$ cat src/rtl/admv_pkg.sv
// Shared types, constants and fixed-point map helpers for the ADC averaging block.
`default_nettype none
package admv_pkg;

  localparam int unsigned SampleW          = 16;
  localparam int unsigned MapW             = 32;
  localparam int unsigned ProdW            = 48;
  localparam int unsigned CfgIdxW          = 2;
  localparam int unsigned CfgDataW         = 32;
  localparam int unsigned WindowLenDefault = 16;
  localparam int unsigned QueueDepth       = 2;

  localparam logic                   EnableReset = 1'b1;
  localparam logic signed [MapW-1:0] GainReset   = 32'sh0100_0000;
  localparam logic signed [MapW-1:0] OffsetReset = 32'sh0000_0000;

  localparam logic signed [MapW-1:0] MapMax = 32'sh7fff_ffff;
  localparam logic signed [MapW-1:0] MapMin = 32'sh8000_0000;
  localparam logic signed [40:0]     SatMax = 41'sd2147483647;
  localparam logic signed [40:0]     SatMin = -41'sd2147483648;

  typedef enum logic [CfgIdxW-1:0] {
    RegEnable = 2'd0,
    RegGain   = 2'd1,
    RegOffset = 2'd2
  } admv_reg_e;

  typedef struct packed {
    logic signed [MapW-1:0] gain;
    logic signed [MapW-1:0] offset;
  } admv_map_cfg_t;

  // Signed Q8.24 gain times an unsigned integer sample; the exact product fits 48 bits.
  function automatic logic signed [ProdW-1:0] map_mul(logic signed [MapW-1:0] gain,
                                                       logic [SampleW-1:0] x);
    return ProdW'(gain) * ProdW'(signed'({1'b0, x}));
  endfunction

  // Drop 8 fraction bits with floor, add the Q16.16 offset and saturate to 32 bits.
  function automatic logic signed [MapW-1:0] map_finish(logic signed [ProdW-1:0] p,
                                                         logic signed [MapW-1:0] offset);
    logic signed [39:0] q;
    logic signed [40:0] r;
    q = 40'(p >>> 8);
    r = 41'(q) + 41'(offset);
    if (r > SatMax) begin
      return MapMax;
    end else if (r < SatMin) begin
      return MapMin;
    end else begin
      return $signed(r[MapW-1:0]);
    end
  endfunction

endpackage
`default_nettype wire

$ cat src/rtl/admv_front.sv
// Front end: channel gating, sample window ring buffer and running sum.
`default_nettype none
module admv_front #(
  parameter int unsigned WindowLen = 16,
  parameter int unsigned SumW      = 20
) (
  input  wire logic                        clk_i,
  input  wire logic                        rst_ni,
  input  wire logic                        accept_i,
  input  wire logic                        cmd_i,
  input  wire logic [admv_pkg::SampleW-1:0] sample_i,
  input  wire logic                        enable_i,
  output logic      [admv_pkg::SampleW-1:0] raw_o,
  output logic      [SumW-1:0]             sum_o
);
  import admv_pkg::*;

  localparam int unsigned    SlotW    = (WindowLen > 1) ? $clog2(WindowLen) : 1;
  localparam logic [SlotW-1:0] LastSlot = SlotW'(WindowLen - 1);
  localparam logic [SumW-1:0]  SumMax   = SumW'(WindowLen * 65535);

  logic [SampleW-1:0] store_q [WindowLen];
  logic [WindowLen-1:0] valid_q;
  logic [SlotW-1:0]   slot_q, nxt_slot, rd_addr;
  logic [SumW-1:0]    sum_q, sum_d;
  logic [SampleW-1:0] rd_q, hold_q, old_val, raw;
  logic               hit_q, vld_q, wr;

  assign raw      = enable_i ? sample_i : '0;
  assign wr       = accept_i & cmd_i;
  assign nxt_slot = (slot_q == LastSlot) ? '0 : SlotW'(slot_q + 1'b1);
  assign rd_addr  = wr ? nxt_slot : slot_q;

  // The entry about to be overwritten is read ahead into a register; a window of one
  // entry reads back the sample it has just written.
  assign old_val = hit_q ? hold_q : (vld_q ? rd_q : '0);
  assign sum_d   = sum_q - SumW'(old_val) + SumW'(raw);

  assign raw_o = raw;
  assign sum_o = sum_d;

  always_ff @(posedge clk_i or negedge rst_ni) begin
    if (!rst_ni) begin
      slot_q  <= '0;
      sum_q   <= '0;
      valid_q <= '0;
      hit_q   <= 1'b0;
      vld_q   <= 1'b0;
    end else begin
      if (wr) begin
        slot_q          <= nxt_slot;
        sum_q           <= sum_d;
        valid_q[slot_q] <= 1'b1;
      end
      hit_q <= wr && (nxt_slot == slot_q);
      vld_q <= valid_q[rd_addr];
    end
  end

  always_ff @(posedge clk_i) begin
    if (wr) begin
      store_q[slot_q] <= raw;
      hold_q          <= raw;
    end
    rd_q <= store_q[rd_addr];
  end

`ifndef SYNTHESIS
  a_sum_bound: assert property (@(posedge clk_i) disable iff (!rst_ni) sum_q <= SumMax)
    else $error("running sum exceeds the window bound");
`endif

endmodule
`default_nettype wire

$ cat src/rtl/admv_queue.sv
// Short FIFO that decouples the front end from the back end.
`default_nettype none
module admv_queue #(
  parameter int unsigned DataW = 37,
  parameter int unsigned Depth = 2
) (
  input  wire logic             clk_i,
  input  wire logic             rst_ni,
  input  wire logic             wr_i,
  input  wire logic [DataW-1:0] data_i,
  input  wire logic             rd_i,
  output logic                  full_o,
  output logic                  valid_o,
  output logic      [DataW-1:0] data_o
);

  localparam int unsigned PtrW = (Depth > 1) ? $clog2(Depth) : 1;
  localparam int unsigned CntW = $clog2(Depth + 1);
  localparam logic [PtrW-1:0] LastPtr = PtrW'(Depth - 1);
  localparam logic [CntW-1:0] FullCnt = CntW'(Depth);

  logic [DataW-1:0] store_q [Depth];
  logic [PtrW-1:0]  wr_ptr_q, rd_ptr_q;
  logic [CntW-1:0]  cnt_q;

  assign full_o  = (cnt_q == FullCnt);
  assign valid_o = (cnt_q != '0);
  assign data_o  = store_q[rd_ptr_q];

  always_ff @(posedge clk_i or negedge rst_ni) begin
    if (!rst_ni) begin
      wr_ptr_q <= '0;
      rd_ptr_q <= '0;
      cnt_q    <= '0;
    end else begin
      if (wr_i) begin
        wr_ptr_q <= (wr_ptr_q == LastPtr) ? '0 : PtrW'(wr_ptr_q + 1'b1);
      end
      if (rd_i) begin
        rd_ptr_q <= (rd_ptr_q == LastPtr) ? '0 : PtrW'(rd_ptr_q + 1'b1);
      end
      if (wr_i && !rd_i) begin
        cnt_q <= CntW'(cnt_q + 1'b1);
      end else if (rd_i && !wr_i) begin
        cnt_q <= CntW'(cnt_q - 1'b1);
      end
    end
  end

  always_ff @(posedge clk_i) begin
    if (wr_i) begin
      store_q[wr_ptr_q] <= data_i;
    end
  end

`ifndef SYNTHESIS
  a_cnt_bound: assert property (@(posedge clk_i) disable iff (!rst_ni) cnt_q <= FullCnt)
    else $error("queue count beyond depth");
  a_no_overrun: assert property (@(posedge clk_i) disable iff (!rst_ni) !(wr_i && full_o))
    else $error("queue written while full");
`endif

endmodule
`default_nettype wire

$ cat src/rtl/admv_back.sv
// Back end: mean by reciprocal multiply, linear map pipeline and result register.
`default_nettype none
module admv_back #(
  parameter int unsigned WindowLen = 16,
  parameter int unsigned SumW      = 20
) (
  input  wire logic                           clk_i,
  input  wire logic                           rst_ni,
  input  wire logic                           valid_i,
  input  wire logic                           cmd_i,
  input  wire logic        [admv_pkg::SampleW-1:0] raw_i,
  input  wire logic        [SumW-1:0]         sum_i,
  input  wire admv_pkg::admv_map_cfg_t        cfg_i,
  output logic                                take_o,
  input  wire logic                           pop_i,
  output logic                                empty_o,
  output logic             [admv_pkg::SampleW-1:0] raw_o,
  output logic             [admv_pkg::SampleW-1:0] mean_o,
  output logic signed      [admv_pkg::MapW-1:0]    raw_map_o,
  output logic signed      [admv_pkg::MapW-1:0]    mean_map_o
);
  import admv_pkg::*;

  // floor(sum / WindowLen) == (sum * ceil(2^Shift / WindowLen)) >> Shift for every sum
  // below 2^SumW when Shift = SumW + ceil(log2(WindowLen)).
  localparam int unsigned Log2N      = $clog2(WindowLen);
  localparam int unsigned DivShift   = SumW + Log2N;
  localparam int unsigned DivProdW   = 2 * SumW + 1;
  localparam longint unsigned DivMulFull =
    ((64'd1 << DivShift) + 64'(WindowLen) - 64'd1) / 64'(WindowLen);
  localparam logic [SumW:0] DivMul   = (SumW + 1)'(DivMulFull);

  logic                       v1_q, v2_q, v3_q, stall, mean_upd;
  logic                       cmd1_q;
  logic [SampleW-1:0]         raw1_q, raw2_q, raw3_q, mean2_q, mean3_q, mean_q;
  logic [SampleW-1:0]         mean_new, mean_sel;
  logic [DivProdW-1:0]        div_prod, div1_q;
  logic signed [ProdW-1:0]    rawp1_q, meanp2_q;
  logic signed [MapW-1:0]     rawmap2_q, rawmap3_q, meanmap3_q;

  assign stall    = v3_q & ~pop_i;
  assign take_o   = ~stall;
  assign empty_o  = ~v3_q;
  assign div_prod = DivProdW'(sum_i) * DivProdW'(DivMul);
  assign mean_new = div1_q[DivShift +: SampleW];
  assign mean_sel = cmd1_q ? mean_new : mean_q;
  assign mean_upd = ~stall & v1_q & cmd1_q;

  always_ff @(posedge clk_i or negedge rst_ni) begin
    if (!rst_ni) begin
      v1_q   <= 1'b0;
      v2_q   <= 1'b0;
      v3_q   <= 1'b0;
      mean_q <= '0;
    end else begin
      if (!stall) begin
        v1_q <= valid_i;
        v2_q <= v1_q;
        v3_q <= v2_q;
      end
      if (mean_upd) begin
        mean_q <= mean_new;
      end
    end
  end

  always_ff @(posedge clk_i) begin
    if (!stall) begin
      cmd1_q     <= cmd_i;
      raw1_q     <= raw_i;
      div1_q     <= div_prod;
      rawp1_q    <= map_mul(cfg_i.gain, raw_i);
      raw2_q     <= raw1_q;
      mean2_q    <= mean_sel;
      rawmap2_q  <= map_finish(rawp1_q, cfg_i.offset);
      meanp2_q   <= map_mul(cfg_i.gain, mean_sel);
      raw3_q     <= raw2_q;
      mean3_q    <= mean2_q;
      rawmap3_q  <= rawmap2_q;
      meanmap3_q <= map_finish(meanp2_q, cfg_i.offset);
    end
  end

  assign raw_o      = raw3_q;
  assign mean_o     = mean3_q;
  assign raw_map_o  = rawmap3_q;
  assign mean_map_o = meanmap3_q;

`ifndef SYNTHESIS
  a_mean_src: assert property (@(posedge clk_i) disable iff (!rst_ni)
    !$stable(mean_q) |-> $past(mean_upd))
    else $error("mean register changed without a filter item");
  a_out_src: assert property (@(posedge clk_i) disable iff (!rst_ni)
    $rose(v3_q) |-> $past(v2_q))
    else $error("result appeared without an item in the map stage");
`endif

endmodule
`default_nettype wire

$ cat src/rtl/adc_moving_average_with_linear_map_core.sv
// ADC moving average with linear map. A result passes through the queue, reciprocal/map
// multiply, mean map multiply and mean map finish registers. Throughput: one sample per
// cycle while the queue has room, as the front end updates the running sum in the same
// cycle as the transfer; the back end pipeline stalls only while the result register is
// not taken. Reset (asynchronous, active low) clears the window valid bits, running sum,
// slot, mean and queue, and loads the configuration registers with their reset values.
`default_nettype none
module adc_moving_average_with_linear_map_core #(
  parameter int unsigned WindowLen = admv_pkg::WindowLenDefault
) (
  input  wire logic                           clk_i,
  input  wire logic                           rst_ni,
  // Configuration write port
  input  wire logic                           cfg_we_i,
  input  wire logic        [admv_pkg::CfgIdxW-1:0]  cfg_idx_i,
  input  wire logic        [admv_pkg::CfgDataW-1:0] cfg_data_i,
  // Sample side
  input  wire logic                           push,
  output logic                                full,
  input  wire logic                           cmd_i,
  input  wire logic        [admv_pkg::SampleW-1:0] sample_i,
  // Result side
  output logic                                empty,
  input  wire logic                           pop,
  output logic             [admv_pkg::SampleW-1:0] raw_value_o,
  output logic             [admv_pkg::SampleW-1:0] filtered_mean_o,
  output logic signed      [admv_pkg::MapW-1:0]    raw_mapped_o,
  output logic signed      [admv_pkg::MapW-1:0]    filtered_mapped_o
);
  import admv_pkg::*;

  // The running sum needs log2 of the window more bits than a sample and never wraps.
  localparam int unsigned SumW  = SampleW + $clog2(WindowLen);
  localparam int unsigned ItemW = 1 + SampleW + SumW;

  logic                   enable_q;
  admv_map_cfg_t          map_cfg_q;
  logic                   accept;
  logic [SampleW-1:0]     front_raw;
  logic [SumW-1:0]        front_sum;
  logic [ItemW-1:0]       item_in, item_out;
  logic                   q_valid, q_take, q_rd;

  // Configuration registers. They must be written only while the block is idle, so the
  // back end reads them directly; the user is bound, the block does not enforce it.
  always_ff @(posedge clk_i or negedge rst_ni) begin
    if (!rst_ni) begin
      enable_q         <= EnableReset;
      map_cfg_q.gain   <= GainReset;
      map_cfg_q.offset <= OffsetReset;
    end else if (cfg_we_i) begin
      case (cfg_idx_i)
        RegEnable: enable_q         <= cfg_data_i[0];
        RegGain:   map_cfg_q.gain   <= $signed(cfg_data_i[MapW-1:0]);
        RegOffset: map_cfg_q.offset <= $signed(cfg_data_i[MapW-1:0]);
        default:   ;
      endcase
    end
  end

  // A sample transfer happens whenever push is high and the queue has room; if cmd_i is
  // set, the window updates in the same cycle; the item is queued with its new sum.
  assign accept = push & ~full;

  admv_front #(
    .WindowLen (WindowLen),
    .SumW      (SumW)
  ) u_front (
    .clk_i    (clk_i),
    .rst_ni   (rst_ni),
    .accept_i (accept),
    .cmd_i    (cmd_i),
    .sample_i (sample_i),
    .enable_i (enable_q),
    .raw_o    (front_raw),
    .sum_o    (front_sum)
  );

  assign item_in = {cmd_i, front_raw, front_sum};

  admv_queue #(
    .DataW (ItemW),
    .Depth (QueueDepth)
  ) u_queue (
    .clk_i   (clk_i),
    .rst_ni  (rst_ni),
    .wr_i    (accept),
    .data_i  (item_in),
    .rd_i    (q_rd),
    .full_o  (full),
    .valid_o (q_valid),
    .data_o  (item_out)
  );

  assign q_rd = q_valid & q_take;

  // The back end holds its own copy of the mean, updated in item order, so report-only
  // items see the mean left by the filter items ahead of them.
  admv_back #(
    .WindowLen (WindowLen),
    .SumW      (SumW)
  ) u_back (
    .clk_i      (clk_i),
    .rst_ni     (rst_ni),
    .valid_i    (q_valid),
    .cmd_i      (item_out[ItemW-1]),
    .raw_i      (item_out[SumW +: SampleW]),
    .sum_i      (item_out[SumW-1:0]),
    .cfg_i      (map_cfg_q),
    .take_o     (q_take),
    .pop_i      (pop),
    .empty_o    (empty),
    .raw_o      (raw_value_o),
    .mean_o     (filtered_mean_o),
    .raw_map_o  (raw_mapped_o),
    .mean_map_o (filtered_mapped_o)
  );

endmodule
`default_nettype wire
$ cat config.mk
export PLATFORM = sky130hd
export DESIGN_NAME = adc_moving_average_with_linear_map_core
export DESIGN_NICKNAME = d
export VERILOG_FILES = /design/src/rtl/admv_pkg.sv /design/src/rtl/admv_front.sv /design/src/rtl/admv_queue.sv /design/src/rtl/admv_back.sv /design/src/rtl/adc_moving_average_with_linear_map_core.sv
export SDC_FILE = /design/constraint.sdc
export NUM_CORES = 2
export LEC_CHECK = 0
export BUFFER_PORTS_ARGS = -buffer_cell sky130_fd_sc_hd__buf_2
export CORE_AREA = 2 2 369 371
export CTS_BUF_LIST = sky130_fd_sc_hd__clkbuf_8 sky130_fd_sc_hd__clkbuf_16
export DETAILED_ROUTE_END_ITERATION = 12
export DIE_AREA = 0 0 371 373
export GPL_TIMING_DRIVEN = 0
export PLACE_DENSITY = 0.68
export SYNTH_ARGS = -nofsm -noshare
export SYNTH_HDL_FRONTEND = slang
export SYNTH_SLANG_ARGS = --single-unit
$ cat constraint.sdc
create_clock -name clk_i -period 10.4 [get_ports clk_i]
set_clock_uncertainty 0.05 [all_clocks]
set_input_delay 0.52 -clock clk_i [delete_from_list [all_inputs] [get_ports clk_i]]
set_output_delay 0.52 -clock clk_i [all_outputs]
set_load 0.005 [all_outputs]
==> Word level (Yosys, flattened, before mapping) <==
Memory sizes are Yosys's and may differ from the RTL's. A register that Yosys moved wholly into a read port is not among the register bits.
Cells that the tools add are included.
{ "word_totals": {"mem_bits_rw": 330, "elab_cells": 96, "input_bits": 56, "out_inout_bits": 98, "reg_bits": 439, "memories": 2} }
{ "classes": {"multipliers": 2, "bitwise": 11, "n_addsub": 9, "mux": 20, "n_eq_ne": 5, "magnitude_cmp": 7, "n_reduce_logical": 12} }
{ "memory_table": {"columns": ["name", "words", "word_bits", "rd", "rd_ports_with_merged_regs", "wr", "line_no", "text"], "rows": [
  ["u_front.store_q", 16, 16, 1, 1, 1, "admv_front.sv:22", "logic [SampleW-1:0] store_q [WindowLen];"],
  ["u_queue.store_q", 2, 37, 1, 0, 1, "admv_queue.sv:22", "logic [DataW-1:0] store_q [Depth];"]
]} }
{ "op_table": {"columns": ["op", "count"], "rows": [
  ["multiplier 32 x 17 -> 48 bit", 2],
  ["adder 40 x 32 -> 41 bit", 2],
  ["> comparator 41 x 32 -> 1 bit, second input constant", 2],
  ["less-than comparator 41 x 32 -> 1 bit, second input constant", 2],
  ["2-to-1 mux 16 bit", 4],
  ["2-to-1 mux 32 bit", 2],
  ["adder 20 x 16 -> 20 bit", 1],
  ["subtractor 20 x 16 -> 20 bit", 1],
  ["OR 16 bit", 1],
  ["less-than comparator 4 x 5 -> 1 bit, second input constant", 2],
  ["2-to-1 mux 1 bit", 8],
  ["2-to-1 mux 4 bit", 2],
  ["bitwise AND 1 bit", 6],
  ["AND reduction 2 bit", 3],
  ["adder 4 x 1 -> 4 bit, second input constant", 1],
  ["binary-select mux 1 bit (select 4 bit)", 1],
  ["demux 1 bit (select 4 bit)", 1],
  ["== test 2 bit, second input constant", 2],
  ["== test 4 bit", 1],
  ["== test 4 bit, second input constant", 1],
  ["greater-or-equal comparator 4 x 1 -> 1 bit, second input constant", 1],
  ["logical AND 1 bit", 4],
  ["2-to-1 mux 2 bit", 2],
  ["inverter 1 bit", 4],
  ["7 further kinds", 10]
]} }

==> Logic depth before layout (Yosys ltp) <==
{ "logic_depth": {"depth_word": 7, "ltp_mapped": 29, "depth_no_buf": 27} }

==> Modules after synthesis <==
A second synthesis with hierarchy kept.
{ "hier_totals": {"hier_cells": 6446, "area_unflattened_um2": 68901.1} }
{ "modules_own_cells": {"columns": ["module", "cells_each", "area_per_inst_um2", "seq_area_each_um2", "n_inst"], "rows": [
  ["admv_back", 4984, 48599.1, 8673.3, 1],
  ["admv_front", 1190, 14744.1, 9539.1, 1],
  ["admv_queue", 131, 2941.6, 2322.2, 1],
  ["adc_moving_average_with_linear_map_core", 141, 2616.3, 1629.1, 1]
]} }

==> Worst setup path after synthesis <==
OpenSTA, ideal clock, no wires.
{ "synth_path": {"path_type": "input -> register", "from": "in pop", "to": "reg u_queue.cnt_q[1]", "path_buffers": 0, "arrival_ps": 9655, "path_slack_ps": 615, "path_stages": 5, "setup_time_ps": 79, "required_time_ps": 10271, "path_cell_list": "nand2b_1 > o21ai_0 > ha_1 > nor2_1 > xor2_1"} }
{ "synth_between": {"elab_chain_cells": 7, "word_cells_on_any_way": 9, "classes_between": "mux: 1; bitwise: 4; reduce/logical: 4"} }
{ "synth_lines": {"columns": ["item", "line_no", "text"], "rows": [
  ["start, declared", "adc_moving_average_with_linear_map_core.sv:24", "input wire logic pop,"],
  ["inverter 1 bit *", "admv_back.sv:41", "assign stall = v3_q & ~pop_i;"],
  ["bitwise AND 1 bit *", "admv_back.sv:41", null],
  ["inverter 1 bit *", "admv_back.sv:42", "assign take_o = ~stall;"],
  ["bitwise AND 1 bit *", "adc_moving_average_with_linear_map_core.sv:95", "assign q_rd = q_valid & q_take;"],
  ["zero test 1 bit", "admv_queue.sv:42", "if (wr_i && !rd_i) begin"],
  ["logical AND 1 bit", "admv_queue.sv:42", null],
  ["2-to-1 mux 2 bit / nonzero test 2 bit (equally long branches)", null, null],
  ["end signal, assigned", "admv_queue.sv:43", "cnt_q <= CntW'(cnt_q + 1'b1);"],
  ["end signal, assigned", "admv_queue.sv:45", "cnt_q <= CntW'(cnt_q - 1'b1);"],
  ["end, declared", "admv_queue.sv:24", "logic [CntW-1:0] cnt_q;"]
]} }
Every way passes the cells marked *; elsewhere a longest branch is shown, timed or not.
A chain may end at the register's enable or synchronous reset.

==> Worst setup path after layout <==
{ "layout_path": {"from": "reg u_queue.rd_ptr_q", "to": "reg u_back.rawp1_q[47] (data pin)"} }
{ "layout_between": {"elab_chain_cells": 2} }
{ "layout_lines": {"columns": ["item", "line_no", "text"], "rows": [
  ["start, declared", "admv_queue.sv:23", "logic [PtrW-1:0] wr_ptr_q, rd_ptr_q;"],
  ["start signal, assigned", "admv_queue.sv:40", "rd_ptr_q <= (rd_ptr_q == LastPtr) ? '0 : PtrW'(rd_ptr_q + 1'b1);"],
  ["memory read (2 x 37 bit)", null, null],
  ["named net item_out[30]", "adc_moving_average_with_linear_map_core.sv:41", "logic [ItemW-1:0] item_in, item_out;"],
  ["multiplier 32 x 17 -> 48 bit", "admv_pkg.sv:36", "return ProdW'(gain) * ProdW'(signed'({1'b0, x}));"],
  ["end signal, assigned", "admv_back.sv:72", "rawp1_q <= map_mul(cfg_i.gain, raw_i);"],
  ["end, declared", "admv_back.sv:38", "logic signed [ProdW-1:0] rawp1_q, meanp2_q;"]
]} }
The timed path passes the listed nets, and every way through them passes these cells.

==> flow_results.org <==
** Worst setup path
- The startpoint identified for the worst register-to-register timing path is u_queue.rd_ptr_q.
- WP data required :: 10.73 ns
- CP Class :: flop to flop
- Crit-path max cell delay :: 0.71 ns
- CP startpoint kind :: flop
- Data on the critical path arrives at its endpoint at 10.40 ns.
- Source of the critical timing path :: u_queue.rd_ptr_q
- In this run the worst path has a maximum fanout of 10.
- Most used cell along the critical path :: sky130_fd_sc_hd__fa_1
- Kind of end point of the critical path :: flop
- The slowest stage of the critical path is the sky130_fd_sc_hd__a2111oi_0 cell.

** Synthesis
- Yosys mapped a number of flops with a built-in enable equal to 611.
- Post-synth top area cell :: sky130_fd_sc_hd__fa_1
- Top cells by area in the synthesized netlist :: sky130_fd_sc_hd__fa_1, sky130_fd_sc_hd__edfxtp_1, sky130_fd_sc_hd__inv_1
- The cell count after synthesis came out at 5,977.
- List of most frequent post-synthesis cells :: sky130_fd_sc_hd__inv_1, sky130_fd_sc_hd__fa_1, sky130_fd_sc_hd__nand2_1
- Async SR Flop Fraction :: 17.17%
- Number of warnings issued by yosys :: 0
- After synthesis the netlist holds a flip-flop and latch count of 757.
- Summed over its instances, the top area cell type makes up 29.42% of the synthesized netlist area.
- The most common cell in the synthesized netlist is sky130_fd_sc_hd__inv_1.
- Sequential cell area fraction in the yosys report :: 32.81%
- Per-instance average area after synthesis :: 11.18 um2
- Yosys mapped the design onto 83 distinct sky130hd cell types.
- The most used flip-flop cell after synthesis is sky130_fd_sc_hd__edfxtp_1.
- In this run the cell area of the synthesized design comes to 66,810 um2.
- The number of nets in the synthesized netlist is 7,344.

** Clocking
- The clock passes through at most 3 buffers.
- Clock-pin slew was measured on the worst setup and hold paths at 0.06 ns.
- Number of CTS-inserted buffers :: 81
- CTS saw 757 sinks.
- CTS tree :: built
- Htree depth :: 3
- The clock reaches the later pin of the worst-skew pair after 0.72 ns.
- The cell sitting at the root of the clock tree is a sky130_fd_sc_hd__clkbuf_16.

** STA
- Worst Tran Pin Value :: 1.175 ns
- Setup violations remaining at the end of the flow were counted as 0.
- RSZ-0062 raised after global routing :: false
- Share of the clock period used by the worst path :: 96.83%
- The max-slew violation count came to 0.
- Based on the critical path, the design can be clocked at up to 99.30 MHz.
- Final hold vios :: 0
- For the finished layout, the period the worst path requires is 10.07 ns.
- Max-Slew Margin vs Limit :: 19.44%

** Die
- Cell row count :: 135
- Die H :: 373 um
- The die covers 138,400 um2.
- Core footprint :: 134,600 um2
- In this run the count of I/O pins placed on the die edge is 154.
- Chip Width :: 371 um
- The initial utilization of the core area, before any placement, comes to 49.63%.

** Routing
- Vias per Instance :: 5.407
- Detailed routing inserted a total of 43,670 vias.
- Wire length per cell :: 22.30 um
- In this run the remaining antenna-violating nets after routing total 0.
- Number of design rule violations left after detail routing :: 0
- After the first detailed-routing iteration, the DRC count stood at 3,152.
- For this block, the routed nets add up to 180,100 um of wire.
- Before antenna repair, the detailed router went through 5 iterations.

** Finish
- In the final layout, flip-flops and latches occupy 21,920 um2.
- Excluding fillers, the count of instances in the completed layout stands at 8,076.
- The final layout contains 7,590 nets.
- In the final layout, the share of cells above drive strength 1 is 8.741%.
- Syn-to-layout area delta :: 9.100%
- Layout filler cell count :: 11,560
- The multi-input combinational cells in the finished layout cover a total of 39,220 um2.
- Final design area excluding fillers :: 72,890 um2

** Hold path
- The worst hold path begins at cfg_data_i[1].
- In this run the worst hold path is classified as primary input to flop.

** Global routing
- Maximum number of pins on one net before global-route repair :: 89
- First-pass GRT wire length :: 275,400 um
- After global routing the overflow that remains totals 0.
- Global routing consumed, over all layers together, 26.71% of the routing resources.
- The number of global-route vias before repair is 46,040.
- The number of antenna violations at the first check in global routing came to 10.

** Place
- Once detailed placement completed, the half-perimeter wirelength came to 143,300 um.
- Placed cell count :: 7,917
- The count of buffers added on input and output ports is 153.
- Cell area after placement :: 70,000 um2
- Placer Congestion :: 0.9608

** Flow run
- The tool flagged a number of max-cap violations equal to 0.

** Run status
- The run finished with clean final reports.
per-layer routing:
metal,vias to the layer above,GRT usage [%],part of all wire (%)
met5,-,0,0.0072
met4,2,12.55,5.5
met3,398,4.937,7.6
met2,1692,42.45,46
met1,22260,35.52,41
li1,19310,-,-
what timing repair did:
action	4_1_cts	5_1_grt
endpoints found under the setup margin	0	3
endpoints found under the hold margin	46	0
gates resized for setup	0	6
setup buffers	0	0
hold buffers	4	0
per-stage QoR:
stage               setup TNS [ns]  utilization (%)  setup WS (ns)  hold slack [ns]
finish                           0            54.14         0.3293          0.06774
global route                     0            54.14         0.1081          0.03243
CTS                              0            54.13       0.008303         0.002603
detailed placement               0            52.00        0.05563           0.3554
global placement           -184.08            51.85         -3.352           0.3508
floorplan                        0                -         0.6155           0.1744
cell usage in the layout, fill, tap and decap left out, types with 11 or more instances in the layout:
| cell | Yosys | routed |
|---|---|---|
| sky130_fd_sc_hd__nand2_1 | 701 | 701 |
| sky130_fd_sc_hd__o21ai_1 | 44 | 44 |
| sky130_fd_sc_hd__mux2_2 | 131 | 131 |
| sky130_fd_sc_hd__o21ai_0 | 92 | 92 |
| sky130_fd_sc_hd__edfxtp_1 | 611 | 611 |
| sky130_fd_sc_hd__nand2b_1 | 19 | 18 |
| sky130_fd_sc_hd__ha_1 | 329 | 329 |
| sky130_fd_sc_hd__dfxtp_1 | 16 | 16 |
| sky130_fd_sc_hd__inv_1 | 1249 | 1268 |
| sky130_fd_sc_hd__nand4_1 | 17 | 17 |
| sky130_fd_sc_hd__a22o_1 | 16 | 16 |
| sky130_fd_sc_hd__fa_1 | 982 | 982 |
| sky130_fd_sc_hd__mux4_2 | 68 | 68 |
| sky130_fd_sc_hd__dfrtp_1 | 128 | 128 |
| sky130_fd_sc_hd__o21a_1 | 21 | 21 |
| sky130_fd_sc_hd__xor2_1 | 72 | 72 |
| sky130_fd_sc_hd__a21oi_1 | 116 | 116 |
| sky130_fd_sc_hd__nand3_1 | 29 | 29 |
| sky130_fd_sc_hd__clkbuf_16 | 0 | 83 |
| sky130_fd_sc_hd__o211ai_1 | 11 | 11 |
| sky130_fd_sc_hd__a31oi_1 | 33 | 33 |
| sky130_fd_sc_hd__clkbuf_8 | 0 | 14 |
| sky130_fd_sc_hd__xnor2_1 | 109 | 109 |
| sky130_fd_sc_hd__nor2_1 | 92 | 92 |
| sky130_fd_sc_hd__a21o_1 | 83 | 83 |
| sky130_fd_sc_hd__a211oi_1 | 29 | 29 |
| sky130_fd_sc_hd__nor2b_1 | 142 | 141 |
| sky130_fd_sc_hd__and3_1 | 25 | 24 |
| sky130_fd_sc_hd__buf_2 | 14 | 166 |
| sky130_fd_sc_hd__or2_2 | 22 | 22 |
| sky130_fd_sc_hd__clkbuf_1 | 231 | 228 |
| sky130_fd_sc_hd__o21bai_1 | 15 | 15 |
| sky130_fd_sc_hd__nor3_1 | 33 | 33 |
| sky130_fd_sc_hd__and2_1 | 368 | 368 |
logic make-up (layout without fill, tap and decap cells):
family	Yosys count	after routing	synth area share (%)
xor gates and xnor gates	181	181	2.373
adders and majority gates	1311	1311	35.59
muxes	206	206	4.605
buffers and inverters	1505	1820	8.517
and+or+nand+nor	1474	1474	10.77
DFF	757	757	32.81
AOI/OAI and AO/OA	542	542	5.334
other	1	4	0.005613
sequential cells by signal (all words and copies together), names as in the netlist, 20 cells and up:
name / cells
u_back.rawmap2_q: 32
u_back.raw_map_o: 32
u_back.mean_map_o: 32
u_back.rawp1_q: 40
u_front.store_q: 256
u_queue.store_q: 66
u_back.meanp2_q: 40
u_front.sum_q: 20
map_cfg_q: 64
area by class of cell:
| class | instances | area share, % |
|---|---|---|
| Timing Repair Buffer | 163 | 1.346 |
| Tap cell | 1781 | 3.057 |
| Antenna cell | 3 | 0.01030 |
| Clock buffer | 97 | 3.114 |
| Multi-Input combinational cell | 3715 | 53.80 |
| Clock inverter | 55 | 0.7810 |
| Buffer | 255 | 1.375 |
| Sequential cell | 757 | 30.08 |
| Inverter | 1250 | 6.437 |
worst max-delay path, delay by kind of cell (launching register included):
kind                       cells  cell delay, ns
muxes                          1            0.52
DFF                            1            0.34
buffers and inverters          8            1.95
xor gates and xnor gates       1            0.37
adders and majority gates      7            3.26
and+or+nand+nor                2            0.26
AOI/OAI and AO/OA              9            2.95
worst paths after layout:
path,end,slack (ns),cells after the start
setup / recovery,u_back.rawp1_q[47],0.33,28
min in group asynchronous,map_cfg_q[29],0.31,2
hold reg to reg,u_back.raw_map_o[15],0.34,0
hold / removal,map_cfg_q[1],0.07,2
setup reg to reg,u_back.rawp1_q[47],0.33,28
max in group asynchronous,map_cfg_q[10],9.02,3
Power is not shown: default switching activity piles up to over one toggle a cycle in this logic, so the estimate is an artifact.
